<file path="config.mk">
export PLATFORM = sky130hd
export DESIGN_NAME = pcie_capability_register_access
export DESIGN_NICKNAME = d
export VERILOG_FILES = /design/src/rtl/core/pcra_pkg.sv /design/src/rtl/core/pcra_csr.sv /design/src/rtl/core/pcra_cap_decode.sv /design/src/rtl/core/pcra_cap_regs.sv /design/src/rtl/core/pcie_capability_register_access.sv
export SDC_FILE = /design/constraint.sdc
export NUM_CORES = 1
export LEC_CHECK = 0
export BUFFER_PORTS_ARGS = -buffer_cell sky130_fd_sc_hd__buf_2
export CAP_MARGIN = 20
export CORE_UTILIZATION = 61
export DETAILED_ROUTE_END_ITERATION = 16
export PLACE_DENSITY = 0.79
export SETUP_SLACK_MARGIN = 0.15
export SLEW_MARGIN = 15
export SYNTH_ARGS = -nofsm -noshare
export SYNTH_HDL_FRONTEND = slang
export SYNTH_SLANG_ARGS = --single-unit
</file>
<file path="constraint.sdc">
create_clock -name clock -period 7.6 [get_ports clock]
set_clock_uncertainty 0.1 [all_clocks]
set_input_delay 1.9 -clock clock [delete_from_list [all_inputs] [get_ports clock]]
set_output_delay 1.9 -clock clock [all_outputs]
set_load 0.02 [all_outputs]
</file>
<file path="src/rtl/core/pcra_pkg.sv">
// Shared types and constants for the PCIe capability register access block.
package pcra_pkg;

   // Configuration register indexes on the CSR write port.
   typedef enum logic [2:0] {
      CSR_MSI_BASE           = 3'd0,
      CSR_MSI_OPTIONS        = 3'd1,
      CSR_MSIX_BASE          = 3'd2,
      CSR_MSIX_TABLE_ENTRIES = 3'd3,
      CSR_PM_BASE            = 3'd4,
      CSR_PCIE_BASE          = 3'd5,
      CSR_PASID_BASE         = 3'd6
   } csr_index_type;

   // Capability selected by the address decode.
   typedef enum logic [2:0] {
      CAP_NONE  = 3'd0,
      CAP_MSI   = 3'd1,
      CAP_MSIX  = 3'd2,
      CAP_PM    = 3'd3,
      CAP_PCIE  = 3'd4,
      CAP_PASID = 3'd5
   } cap_type;

   typedef struct packed {
      logic        mode;
      logic [11:0] address;
      logic [2:0]  access_size;
      logic [31:0] write_data;
   } req_type;

   typedef struct packed {
      logic        handled;
      logic [31:0] read_data;
   } rsp_type;

   typedef struct packed {
      logic [7:0]  msi_base;
      logic [1:0]  msi_options;
      logic [7:0]  msix_base;
      logic [11:0] msix_table_entries;
      logic [7:0]  pm_base;
      logic [7:0]  pcie_base;
      logic [11:0] pasid_base;
   } cfg_type;

   // Offset is relative to the capability base; no range is longer than 60 bytes.
   typedef struct packed {
      cap_type    cap;
      logic [5:0] offset;
   } access_type;

   localparam logic        MODE_WRITE = 1'b1;

   localparam logic [2:0]  SIZE_HALF = 3'd2;
   localparam logic [2:0]  SIZE_WORD = 3'd4;

   localparam logic [12:0] MSI_LEN_MIN  = 13'd12;
   localparam logic [12:0] MSI_LEN_WIDE = 13'd4;
   localparam logic [12:0] MSI_LEN_MASK = 13'd8;
   localparam logic [12:0] MSIX_LEN     = 13'd12;
   localparam logic [12:0] PM_LEN       = 13'd8;
   localparam logic [12:0] PCIE_LEN     = 13'd60;
   localparam logic [12:0] PASID_LEN    = 13'd8;

   localparam logic [5:0]  OFF_CTRL       = 6'd2;
   localparam logic [5:0]  OFF_MSI_ADDR_L = 6'd4;
   localparam logic [5:0]  OFF_MSI_ADDR_H = 6'd8;
   localparam logic [5:0]  OFF_MSI_DATA32 = 6'd8;
   localparam logic [5:0]  OFF_MSI_DATA64 = 6'd12;
   localparam logic [5:0]  OFF_MSI_MASK32 = 6'd12;
   localparam logic [5:0]  OFF_MSI_MASK64 = 6'd16;
   localparam logic [5:0]  OFF_PM_CTRL    = 6'd4;
   localparam logic [5:0]  OFF_PASID_CTRL = 6'd6;

   localparam logic [15:0] PM_CTRL_MASK    = 16'h8103;
   localparam logic [2:0]  PASID_CTRL_MASK = 3'h7;

endpackage

</file>
<file path="src/rtl/core/pcra_csr.sv">
// Configuration registers holding the capability placement and options.
module pcra_csr import pcra_pkg::*; (
   input  logic        clock,
   input  logic        reset,
   input  logic        csr_write_enable,
   input  logic [2:0]  csr_index,
   input  logic [11:0] csr_write_data,
   output cfg_type     cfg
);

   cfg_type cfg_ff, cfg_in;

   always_comb begin
      cfg_in = cfg_ff;
      if (csr_write_enable) begin
         case (csr_index)
            CSR_MSI_BASE:           cfg_in.msi_base           = csr_write_data[7:0];
            CSR_MSI_OPTIONS:        cfg_in.msi_options        = csr_write_data[1:0];
            CSR_MSIX_BASE:          cfg_in.msix_base          = csr_write_data[7:0];
            CSR_MSIX_TABLE_ENTRIES: cfg_in.msix_table_entries = csr_write_data;
            CSR_PM_BASE:            cfg_in.pm_base            = csr_write_data[7:0];
            CSR_PCIE_BASE:          cfg_in.pcie_base          = csr_write_data[7:0];
            CSR_PASID_BASE:         cfg_in.pasid_base         = csr_write_data;
            default: ;
         endcase
      end
   end

   always_ff @(posedge clock) begin
      if (reset) begin
         cfg_ff                    <= '0;
         cfg_ff.msi_options        <= 2'd1;
         cfg_ff.msix_table_entries <= 12'd1;
      end else begin
         cfg_ff <= cfg_in;
      end
   end

   assign cfg = cfg_ff;

endmodule

</file>
<file path="src/rtl/core/pcra_cap_decode.sv">
// Address decode: picks the capability whose byte range holds the address.
module pcra_cap_decode import pcra_pkg::*; (
   input  cfg_type     cfg,
   input  logic [11:0] address,
   output access_type  acc
);

   function automatic logic in_range(input logic [12:0] addr, input logic [12:0] base,
                                     input logic [12:0] len);
      in_range = (base != 13'd0) && (addr >= base) && (addr < base + len);
   endfunction

   logic [12:0] addr_ext;
   logic [12:0] msi_len;
   logic [11:0] base_sel;
   logic [11:0] diff;

   assign addr_ext = {1'b0, address};
   assign msi_len  = MSI_LEN_MIN + (cfg.msi_options[0] ? MSI_LEN_WIDE : 13'd0)
                                 + (cfg.msi_options[1] ? MSI_LEN_MASK : 13'd0);

   // Overlapping ranges resolve by fixed priority, first match wins.
   always_comb begin
      priority if (in_range(addr_ext, {5'd0, cfg.msi_base}, msi_len)) begin
         acc.cap  = CAP_MSI;
         base_sel = {4'd0, cfg.msi_base};
      end else if (in_range(addr_ext, {5'd0, cfg.msix_base}, MSIX_LEN)) begin
         acc.cap  = CAP_MSIX;
         base_sel = {4'd0, cfg.msix_base};
      end else if (in_range(addr_ext, {5'd0, cfg.pm_base}, PM_LEN)) begin
         acc.cap  = CAP_PM;
         base_sel = {4'd0, cfg.pm_base};
      end else if (in_range(addr_ext, {5'd0, cfg.pcie_base}, PCIE_LEN)) begin
         acc.cap  = CAP_PCIE;
         base_sel = {4'd0, cfg.pcie_base};
      end else if (in_range(addr_ext, {1'b0, cfg.pasid_base}, PASID_LEN)) begin
         acc.cap  = CAP_PASID;
         base_sel = cfg.pasid_base;
      end else begin
         acc.cap  = CAP_NONE;
         base_sel = '0;
      end
      diff       = address - base_sel;
      acc.offset = diff[5:0];
   end

endmodule

</file>
<file path="src/rtl/core/pcra_cap_regs.sv">
// Capability register file: read selection and masked register updates.
module pcra_cap_regs import pcra_pkg::*; (
   input  logic       clock,
   input  logic       reset,
   input  cfg_type    cfg,
   input  req_type    req,
   input  access_type acc,
   input  logic       commit,
   output rsp_type    rsp
);

   logic [15:0] msi_control_ff, msi_control_in;
   logic [31:0] msi_addr_low_ff, msi_addr_low_in;
   logic [31:0] msi_addr_high_ff, msi_addr_high_in;
   logic [15:0] msi_data_ff, msi_data_in;
   logic [31:0] msi_mask_ff, msi_mask_in;
   logic [1:0]  msix_enable_ff, msix_enable_in;
   logic [15:0] pm_control_ff, pm_control_in;
   logic [2:0]  pasid_control_ff, pasid_control_in;

   logic        wide;
   logic        is_write;
   logic        half;
   logic        word;
   logic [5:0]  data_off;
   logic [5:0]  mask_off;
   logic [11:0] msix_size_m1;
   logic        hit;
   logic [31:0] rdata;

   assign wide         = cfg.msi_options[0];
   assign is_write     = (req.mode == MODE_WRITE);
   assign half         = (req.access_size == SIZE_HALF);
   assign word         = (req.access_size == SIZE_WORD);
   assign data_off     = wide ? OFF_MSI_DATA64 : OFF_MSI_DATA32;
   assign mask_off     = wide ? OFF_MSI_MASK64 : OFF_MSI_MASK32;
   assign msix_size_m1 = cfg.msix_table_entries - 12'd1;

   always_comb begin
      hit              = 1'b0;
      rdata            = '0;
      msi_control_in   = msi_control_ff;
      msi_addr_low_in  = msi_addr_low_ff;
      msi_addr_high_in = msi_addr_high_ff;
      msi_data_in      = msi_data_ff;
      msi_mask_in      = msi_mask_ff;
      msix_enable_in   = msix_enable_ff;
      pm_control_in    = pm_control_ff;
      pasid_control_in = pasid_control_ff;
      if (!is_write) begin
         unique case (acc.cap)
            CAP_MSI: begin
               if (acc.offset == OFF_CTRL && half) begin
                  hit   = 1'b1;
                  rdata = {16'd0, msi_control_ff};
               end else if (acc.offset == OFF_MSI_ADDR_L) begin
                  hit   = 1'b1;
                  rdata = msi_addr_low_ff;
               end else if (wide && acc.offset == OFF_MSI_ADDR_H) begin
                  hit   = 1'b1;
                  rdata = msi_addr_high_ff;
               end else if (acc.offset == data_off) begin
                  hit   = 1'b1;
                  rdata = {16'd0, msi_data_ff};
               end
            end
            CAP_MSIX: begin
               if (acc.offset == OFF_CTRL && half) begin
                  hit   = 1'b1;
                  rdata = {16'd0, msix_enable_ff, 3'd0, msix_size_m1[10:0]};
               end
            end
            CAP_PM: begin
               if (acc.offset == OFF_PM_CTRL && half) begin
                  hit   = 1'b1;
                  rdata = {16'd0, pm_control_ff};
               end
            end
            CAP_PASID: begin
               if (acc.offset == OFF_PASID_CTRL && half) begin
                  hit   = 1'b1;
                  rdata = {29'd0, pasid_control_ff};
               end
            end
            default: ;
         endcase
      end else begin
         // Writes inside the PCIe capability are claimed but change nothing.
         unique case (acc.cap)
            CAP_MSI: begin
               if (acc.offset == OFF_CTRL && half) begin
                  hit            = 1'b1;
                  msi_control_in = req.write_data[15:0];
               end else if (acc.offset == OFF_MSI_ADDR_L && word) begin
                  hit             = 1'b1;
                  msi_addr_low_in = req.write_data;
               end else if (wide && acc.offset == OFF_MSI_ADDR_H && word) begin
                  hit              = 1'b1;
                  msi_addr_high_in = req.write_data;
               end else if (acc.offset == data_off && half) begin
                  hit         = 1'b1;
                  msi_data_in = req.write_data[15:0];
               end else if (acc.offset == mask_off && word) begin
                  hit         = 1'b1;
                  msi_mask_in = req.write_data;
               end
            end
            CAP_MSIX: begin
               if (acc.offset == OFF_CTRL && half) begin
                  hit            = 1'b1;
                  msix_enable_in = req.write_data[15:14];
               end
            end
            CAP_PM: begin
               if (acc.offset == OFF_PM_CTRL && half) begin
                  hit           = 1'b1;
                  pm_control_in = req.write_data[15:0] & PM_CTRL_MASK;
               end
            end
            CAP_PCIE: hit = 1'b1;
            CAP_PASID: begin
               if (acc.offset == OFF_PASID_CTRL && half) begin
                  hit              = 1'b1;
                  pasid_control_in = req.write_data[2:0] & PASID_CTRL_MASK;
               end
            end
            default: ;
         endcase
      end
   end

   always_ff @(posedge clock) begin
      if (reset) begin
         msi_control_ff   <= '0;
         msi_addr_low_ff  <= '0;
         msi_addr_high_ff <= '0;
         msi_data_ff      <= '0;
         msi_mask_ff      <= '0;
         msix_enable_ff   <= '0;
         pm_control_ff    <= '0;
         pasid_control_ff <= '0;
      end else if (commit) begin
         msi_control_ff   <= msi_control_in;
         msi_addr_low_ff  <= msi_addr_low_in;
         msi_addr_high_ff <= msi_addr_high_in;
         msi_data_ff      <= msi_data_in;
         msi_mask_ff      <= msi_mask_in;
         msix_enable_ff   <= msix_enable_in;
         pm_control_ff    <= pm_control_in;
         pasid_control_ff <= pasid_control_in;
      end
   end

   assign rsp.handled   = hit;
   assign rsp.read_data = rdata;

endmodule

</file>
<file path="src/rtl/core/pcie_capability_register_access.sv">
// Top level of the PCIe capability register access block.
//
// Config-space accesses enter on the req_ channel (valid/stall) as one
// transaction each: read or write, byte address, access size and write data.
// Every transaction yields exactly one response on the rsp_ channel carrying
// a handled flag and, for claimed reads, the register value.
// The csr_ port places the MSI, MSI-X, PM, PCIe and PASID capabilities and
// sets the MSI layout and MSI-X table size; write it only while idle.
// A transaction is captured in an input register, then decoded and applied
// once the output register is free, and its response is held in that output
// register until the receiver takes it.
// Throughput is one transaction per cycle unless the receiver stalls: the input
// register refills in the same cycle its contents move to the output register.
// When the receiver stalls, the response holds and the input register keeps
// the next transaction; req_stall rises only while both registers are full.
// Reset empties both pipeline registers (their payloads are not cleared),
// clears all capability registers and sets the configuration to its defaults.
module pcie_capability_register_access import pcra_pkg::*; (
   input  logic        clock,
   input  logic        reset,
   input  logic        req_valid,
   output logic        req_stall,
   input  req_type     req_payload,
   output logic        rsp_valid,
   input  logic        rsp_stall,
   output rsp_type     rsp_payload,
   input  logic        csr_write_enable,
   input  logic [2:0]  csr_index,
   input  logic [11:0] csr_write_data
);

   cfg_type    cfg;
   access_type acc;
   rsp_type    rsp_next;

   logic    s1_valid_ff, s1_valid_in;
   req_type s1_req_ff;
   logic    rsp_valid_ff, rsp_valid_in;
   rsp_type rsp_payload_ff;

   logic out_free;
   logic advance;
   logic accept;

   pcra_csr u_csr (
      .clock            (clock),
      .reset            (reset),
      .csr_write_enable (csr_write_enable),
      .csr_index        (csr_index),
      .csr_write_data   (csr_write_data),
      .cfg              (cfg)
   );

   pcra_cap_decode u_decode (
      .cfg     (cfg),
      .address (s1_req_ff.address),
      .acc     (acc)
   );

   pcra_cap_regs u_regs (
      .clock  (clock),
      .reset  (reset),
      .cfg    (cfg),
      .req    (s1_req_ff),
      .acc    (acc),
      .commit (advance),
      .rsp    (rsp_next)
   );

   assign out_free  = !rsp_valid_ff || !rsp_stall;
   assign advance   = s1_valid_ff && out_free;
   assign req_stall = s1_valid_ff && !out_free;
   assign accept    = req_valid && !req_stall;

   assign s1_valid_in  = accept || (s1_valid_ff && !advance);
   assign rsp_valid_in = advance || (rsp_valid_ff && !out_free);

   always_ff @(posedge clock) begin
      if (reset) begin
         s1_valid_ff  <= 1'b0;
         rsp_valid_ff <= 1'b0;
      end else begin
         s1_valid_ff  <= s1_valid_in;
         rsp_valid_ff <= rsp_valid_in;
      end
   end

   always_ff @(posedge clock) begin
      if (accept) begin
         s1_req_ff <= req_payload;
      end
      if (advance) begin
         rsp_payload_ff <= rsp_next;
      end
   end

   assign rsp_valid   = rsp_valid_ff;
   assign rsp_payload = rsp_payload_ff;

endmodule

</file>
# Word level (Yosys, flattened, before mapping)
# Cells that the tools add are included.
# totals
reg_bits,245
inputBits,68
elab_cells,151
# classes
addsub,9
order_cmp,10
n_eq_ne,19
muxes,37
n_bitwise,3
reduce_logical,51
# op_table
cell,count
$pmux 32 s4,1
$mux 32,3
$ge 12x8->1,4
$mux 16,3
$lt 12x9->1,3
$reduce_bool 8->1,4
$mux 6,5
$lt 12x13->1,2
$mux 3,8
$logic_and 1x1->1,23
$add 8x4->9 const B,2
$eq 3x3->1 const B,6
$reduce_and 4->1,4
$eq 3x2->1 const B,5
$reduce_and 2->1,7
$add 12x4->13 const B,1
$add 13x13->13,1
$add 4x13->13 const A,1
$add 8x13->13,1
$mux 1,13
$eq 6x3->1 const B,2
$eq 6x6->1,2
$ge 12x12->1,1
$reduce_bool 12->1,1
17 further kinds,26

# Longest topological paths before layout
# logic_depth
ltp_word,18
mapped_depth,30
ltp_nobuf,27

# By module
# A second synthesis with hierarchy kept.
# hier_totals
cells_unflattened,1335
hier_area_um2,12813.5
# by_module_without_submodules
mod,instances,cells_each,area_per_inst_um2,seq_area_each_um2
pcra_cap_regs,1,641,4956.0,2102.0
pcra_cap_decode,1,395,3019.1,0.0
pcie_capability_register_access,1,91,2518.7,2472.4
pcra_csr,1,208,2319.7,1161.1

# Worst setup path before layout
# No wires, ideal clock.
# synth_timing
path_type,register -> register
start,reg u_csr.cfg_ff (netlist bit u_csr.cfg[53])
end,reg rsp_payload_ff (netlist bit rsp_payload[22]) (data pin)
setup_ns,0.270
t_arrival_ns,5.842
required_time_ns,7.230
path_slack_ns,1.389
stages_incl_launch_ff,28
path_buffers,5
period_less_slack_ns,6.211
path_cell_list,dfxtp_1 > inv_1 > ha_1 > inv_1 > ha_1 > fa_1 > nand3_1 > xnor2_1 > ha_1 > a21oi_1 > a21boi_0 > a2111oi_2 > o21ai_1 > or2_1 > buf_2 > clkbuf_1 > mux2_2 > ha_1 > inv_1 > fa_1 > a21o_1 > a21oi_1 > xnor2_1 > nor4_2 > clkbuf_1 > clkbuf_1 > clkbuf_1 > nor3_1
# synth_between
elab_chain_len,11
elab_cells_between_ends,22
classes_between,add/sub: 2; order compare: 2; eq/ne: 7; mux: 6; reduce/logical: 5
# synth_lines
item,line_no,source
from (decl),pcra_csr.sv:11,"cfg_type cfg_ff, cfg_in;"
from (signal assigned),pcra_csr.sv:35,cfg_ff <= cfg_in;
"$add 8x13->13, or another cell as far along",pcra_cap_decode.sv:10,in_range = (base != 13'd0) && (addr >= base) && (addr < base + len);
$lt 12x13->1 or $logic_and 1x1->1 (tied branches),pcra_cap_decode.sv:10,
$logic_and 1x1->1,pcra_cap_decode.sv:10,
$mux 6,pcra_cap_decode.sv:24,"priority if (in_range(addr_ext, {5'd0, cfg.msi_base}, msi_len)) begin"
$sub 6x6->6,pcra_cap_decode.sv:43,diff = address - base_sel;
$eq 6x4->1,pcra_cap_regs.sv:59,end else if (wide && acc.offset == OFF_MSI_ADDR_H) begin
$logic_and 1x1->1,pcra_cap_regs.sv:59,
$mux 32,pcra_cap_regs.sv:59,
$mux 32,pcra_cap_regs.sv:56,end else if (acc.offset == OFF_MSI_ADDR_L) begin
$mux 32,pcra_cap_regs.sv:53,if (acc.offset == OFF_CTRL && half) begin
$pmux 32 s4 (*),pcra_cap_regs.sv:51,unique case (acc.cap)
to (signal assigned),pcie_capability_register_access.sv:93,rsp_payload_ff <= rsp_next;
to (decl),pcie_capability_register_access.sv:39,rsp_type rsp_payload_ff;
# Every way passes the cells marked *; elsewhere a longest branch is shown, timed or not.
# A chain may end at the register's enable or synchronous reset.

# Worst setup path in the final report
# layout_timing
start,reg u_csr.cfg_ff (netlist bit u_csr.cfg[3])
end,reg u_regs.msi_addr_high_ff[22]
# layout_between
elab_chain_len,13
elab_cells_between_ends,28
classes_between,add/sub: 2; order compare: 2; eq/ne: 4; mux: 10; bitwise: 2; reduce/logical: 8
# layout_lines
item,line_no,source
"$add 12x4->13, or another cell as far along",pcra_cap_decode.sv:10,
$lt 12x13->1 or $logic_and 1x1->1 (tied branches),pcra_cap_decode.sv:10,
$logic_and 1x1->1,pcra_cap_decode.sv:10,
$mux 6,pcra_cap_decode.sv:36,"end else if (in_range(addr_ext, {1'b0, cfg.pasid_base}, PASID_LEN)) begin"
$mux 6,pcra_cap_decode.sv:33,"end else if (in_range(addr_ext, {5'd0, cfg.pcie_base}, PCIE_LEN)) begin"
$mux 6,pcra_cap_decode.sv:30,"end else if (in_range(addr_ext, {5'd0, cfg.pm_base}, PM_LEN)) begin"
$mux 6,pcra_cap_decode.sv:27,"end else if (in_range(addr_ext, {5'd0, cfg.msix_base}, MSIX_LEN)) begin"
$mux 6,pcra_cap_decode.sv:24,
$sub 6x6->6,pcra_cap_decode.sv:43,
"$eq 6x4->1, or another cell as far along",pcra_cap_regs.sv:97,end else if (wide && acc.offset == OFF_MSI_ADDR_H && word) begin
"$logic_and 1x1->1, on equally long branches","pcra_cap_regs.sv:97, pcra_cap_regs.sv:91, pcra_cap_regs.sv:94",
$logic_and 1x1->1 or $not 1->1 (tied branches),-,
$reduce_and 6->1 (no source line) (*),-,
to (signal assigned),pcra_cap_regs.sv:145,msi_addr_high_ff <= msi_addr_high_in;
to (decl),pcra_cap_regs.sv:14,"logic [31:0] msi_addr_high_ff, msi_addr_high_in;"
# Marked as above.

==> metrics.csv <==
metric,value,unit
clk slew on worst S/H paths,0.06,ns
"delay-heaviest family, CP",simple AND/OR/NAND/NOR gates,
Setup Crit Path Kind,register to register,
worst skew pair latency,0.54,ns
initial antenna violation count,0,
final slew viol count,0,
Worst Hold Class,register to register,
"slowest stage delay, CP",0.57,ns
I/O pins,103,
post-synthesis sequential area ratio,0.446,
maxcap violations,0,
Least-Margin Pin Slew,0.960,ns
leading area contributor after synthesis,dfxtp_1,
hold_buf cts,0,
Fin Setup TNS,0,ns
DR DRC count,0,
status,"finished, final reports clean",
ANT nets after route,0,
Worst VDD drop,208,uV
Vert. Die Dim,147,um
RSZ-0062 raised after global routing,false,
Yosys top cell area share,0.256,
slowest cell on the critical path,mux2i_4,
Final #Nets,1561,
Worst R2R Setup Slack,0.82,ns
final WL,31300,um
Num CTS Buffers,26,
core region area,0.0204,mm2
PortBufs,102,
final hold violation count,0,
crit path DAT,7.12,ns
root buf cell,clkbuf_16,
vias post-DR,10100,
Die X,147,um
wire per inst,18.6,um
Initial Util,0.628,
vias in the first global route,10000,
Final GP Congestion,0.938,
Placed Instances,1636,
ranking of synthesized cells by area,"dfxtp_1 26%, edfxtp_1 19%, ha_1 9.4%",
Post-Syn Area per Cell,9.81,um2
Slew headroom,0.360,
Critical Path RT,7.94,ns
Non-Filler Instances,1686,
Yosys reg bits,245,
Synth warnings,0,
Crit. End Element,register,
final count of negative-setup-slack endpoints,0,
Clock Path Buffers,3,
Total GRT Usage,0.293,
post-synthesis cell count,1307,
CP max FO,23,
Die ar.,0.0216,mm2
post-layout min period,6.78,ns
clk sink count,245,
power per cell area,200,mW/mm2
Area Growth Syn to Fin,12.0,%
CP bufs+invs,2,
fraction of registers with async set/reset,0,
H-tree depth,1,
CTS tree,done,
Mapped Area,0.0128,mm2
Fmax,147,MHz
share of layout cells above drive strength 1,0.131,
dominant synthesized flop cell,dfxtp_1,
HPWL after detailed placement,21500,um
row count,52,
critical path launch point type,register,
Leakage,5.44,nW
Yosys cell types,75,
first-pass GRT wire length,50700,um
pin count of the biggest net entering global routing,94,
Fillers,1626,
drt pass-1 iters,6,
Via-to-Cell Ratio,6.02,
syn nets,1473,
"EDFF count, synth",81,
Iter 0 DRT Violations,732,
Critical Path Most Common Cell,a21oi_1,
Final period util,0.892,
GR Overflow Total,0,
## worst min-delay path, stage by stage, from the launching register on
cell and delay, ns:
dfxtp_1 0.31, nand2_1 0.05, mux2i_1 0.05
## registers in the layout (all words and copies together) (netlist names), 4 cells and up, named ones only
signal and cells:
rsp_payload 33, s1_req_ff 48, u_csr.cfg 57, u_regs.msi_addr_high_ff 32, u_regs.msi_addr_low_ff 32, u_regs.msi_control_ff 16
u_regs.msi_data_ff 16, u_regs.pm_control_ff 4
## worst paths after layout
kind                          startpoint  cells past startpoint                     endpoint
min          u_regs.msi_addr_high_ff[16]                      2  u_regs.msi_addr_high_ff[16]
min reg2reg  u_regs.msi_addr_high_ff[16]                      2  u_regs.msi_addr_high_ff[16]
max                         u_csr.cfg[3]                     27  u_regs.msi_addr_high_ff[22]
max reg2reg                 u_csr.cfg[3]                     27  u_regs.msi_addr_high_ff[22]
## final cells by class
cell class / count / area, um2 / share of cell area
Multi-Input combinational cell: 942 / 6630 / 0.462
Sequential cell: 245 / 5720 / 0.398
Clock buffer: 38 / 696 / 0.0484
Timing Repair Buffer: 116 / 628 / 0.0437
Tap cell: 270 / 338 / 0.0235
Inverter: 64 / 240 / 0.0167
Clock inverter: 10 / 115 / 0.00801
Antenna cell: 1 / 2.50 / 0.000174
## Yosys cell counts, types with 28 or more instances
master and count:
a21oi_1 77, clkbuf_1 40, dfxtp_1 164, edfxtp_1 81
ha_1 96, inv_1 62, mux2i_1 114, nand2_1 220
nand2b_1 49, nand3_1 28, nor2_1 53, nor3_1 35
xnor2_1 30
## layout by cell type, fill, tap and decap left out, drive strengths merged, types with 3 or more instances in the layout
cell type	instances
buf	116
o21ai	27
mux2	5
nor2b	5
nand4	8
a22oi	20
mux2i	117
or2	3
o31ai	5
a21o	7
a221oi	16
inv	63
nor2	54
dfxtp	164
or3	6
nand2b	49
xnor2	30
a222oi	5
a22o	13
nor3	37
ha	96
clkbuf	38
o211ai	8
o2111ai	3
clkinv	7
a2111oi	4
nand2	221
a21oi	78
a211oi	11
nor4	16
nand3	28
o32ai	4
a211o	3
nor3b	4
and3	8
o22ai	15
nor4b	3
edfxtp	81
xor2	8
## kinds of logic after synthesis
| logic type | after synthesis | synth area share |
|---|---|---|
| AND/OR/NAND/NOR | 448 | 0.166 |
| XOR/XNOR | 38 | 0.0260 |
| flip-flops | 245 | 0.446 |
| AO/OA/AOI/OAI | 236 | 0.127 |
| multiplexers | 122 | 0.0989 |
| buffers and inverters | 120 | 0.0400 |
| adder cells (fa/ha/maj) | 98 | 0.0968 |
## per-layer routing
layer  track usage  part of all wire
met5             0                 0
met4        0.0964             0.027
met3        0.0416             0.066
met2         0.472              0.46
met1         0.408              0.45
## power by group
part           switching [W]  internal (W)  total, W
combinational       0.000157     0.0000892  0.000246
clock               0.000510      0.000705   0.00122
sequential         0.0000314       0.00138   0.00141
total               0.000698       0.00218   0.00288
## timing repair
action,in CTS,in global routing
resized for setup,0,1
buffers inserted,0,1
endpoints found under the setup margin,0,8
## stage by stage
| step | power, W | hold WS (ns) | setup slack [ns] | cell area, um2 | util |
|---|---|---|---|---|---|
| 6_report | 0.00288 | 0.359 | 0.819 | 14400 | 0.703 |
| 5_1_grt | 0.00297 | 0.365 | 0.269 | 14400 | 0.703 |
| 4_1_cts | 0.00289 | 0.360 | 0.756 | 14400 | 0.703 |
| 3_5_place_dp | 0.00168 | 0.350 | 0.796 | 13500 | 0.663 |
| 3_3_place_gp | 0.00168 | 0.341 | 0.996 | 13500 | 0.663 |
| 2_1_floorplan | 0.00159 | 0.334 | 1.39 | 12800 | - |
No activity file was read; power rests on OpenSTA's default activity.
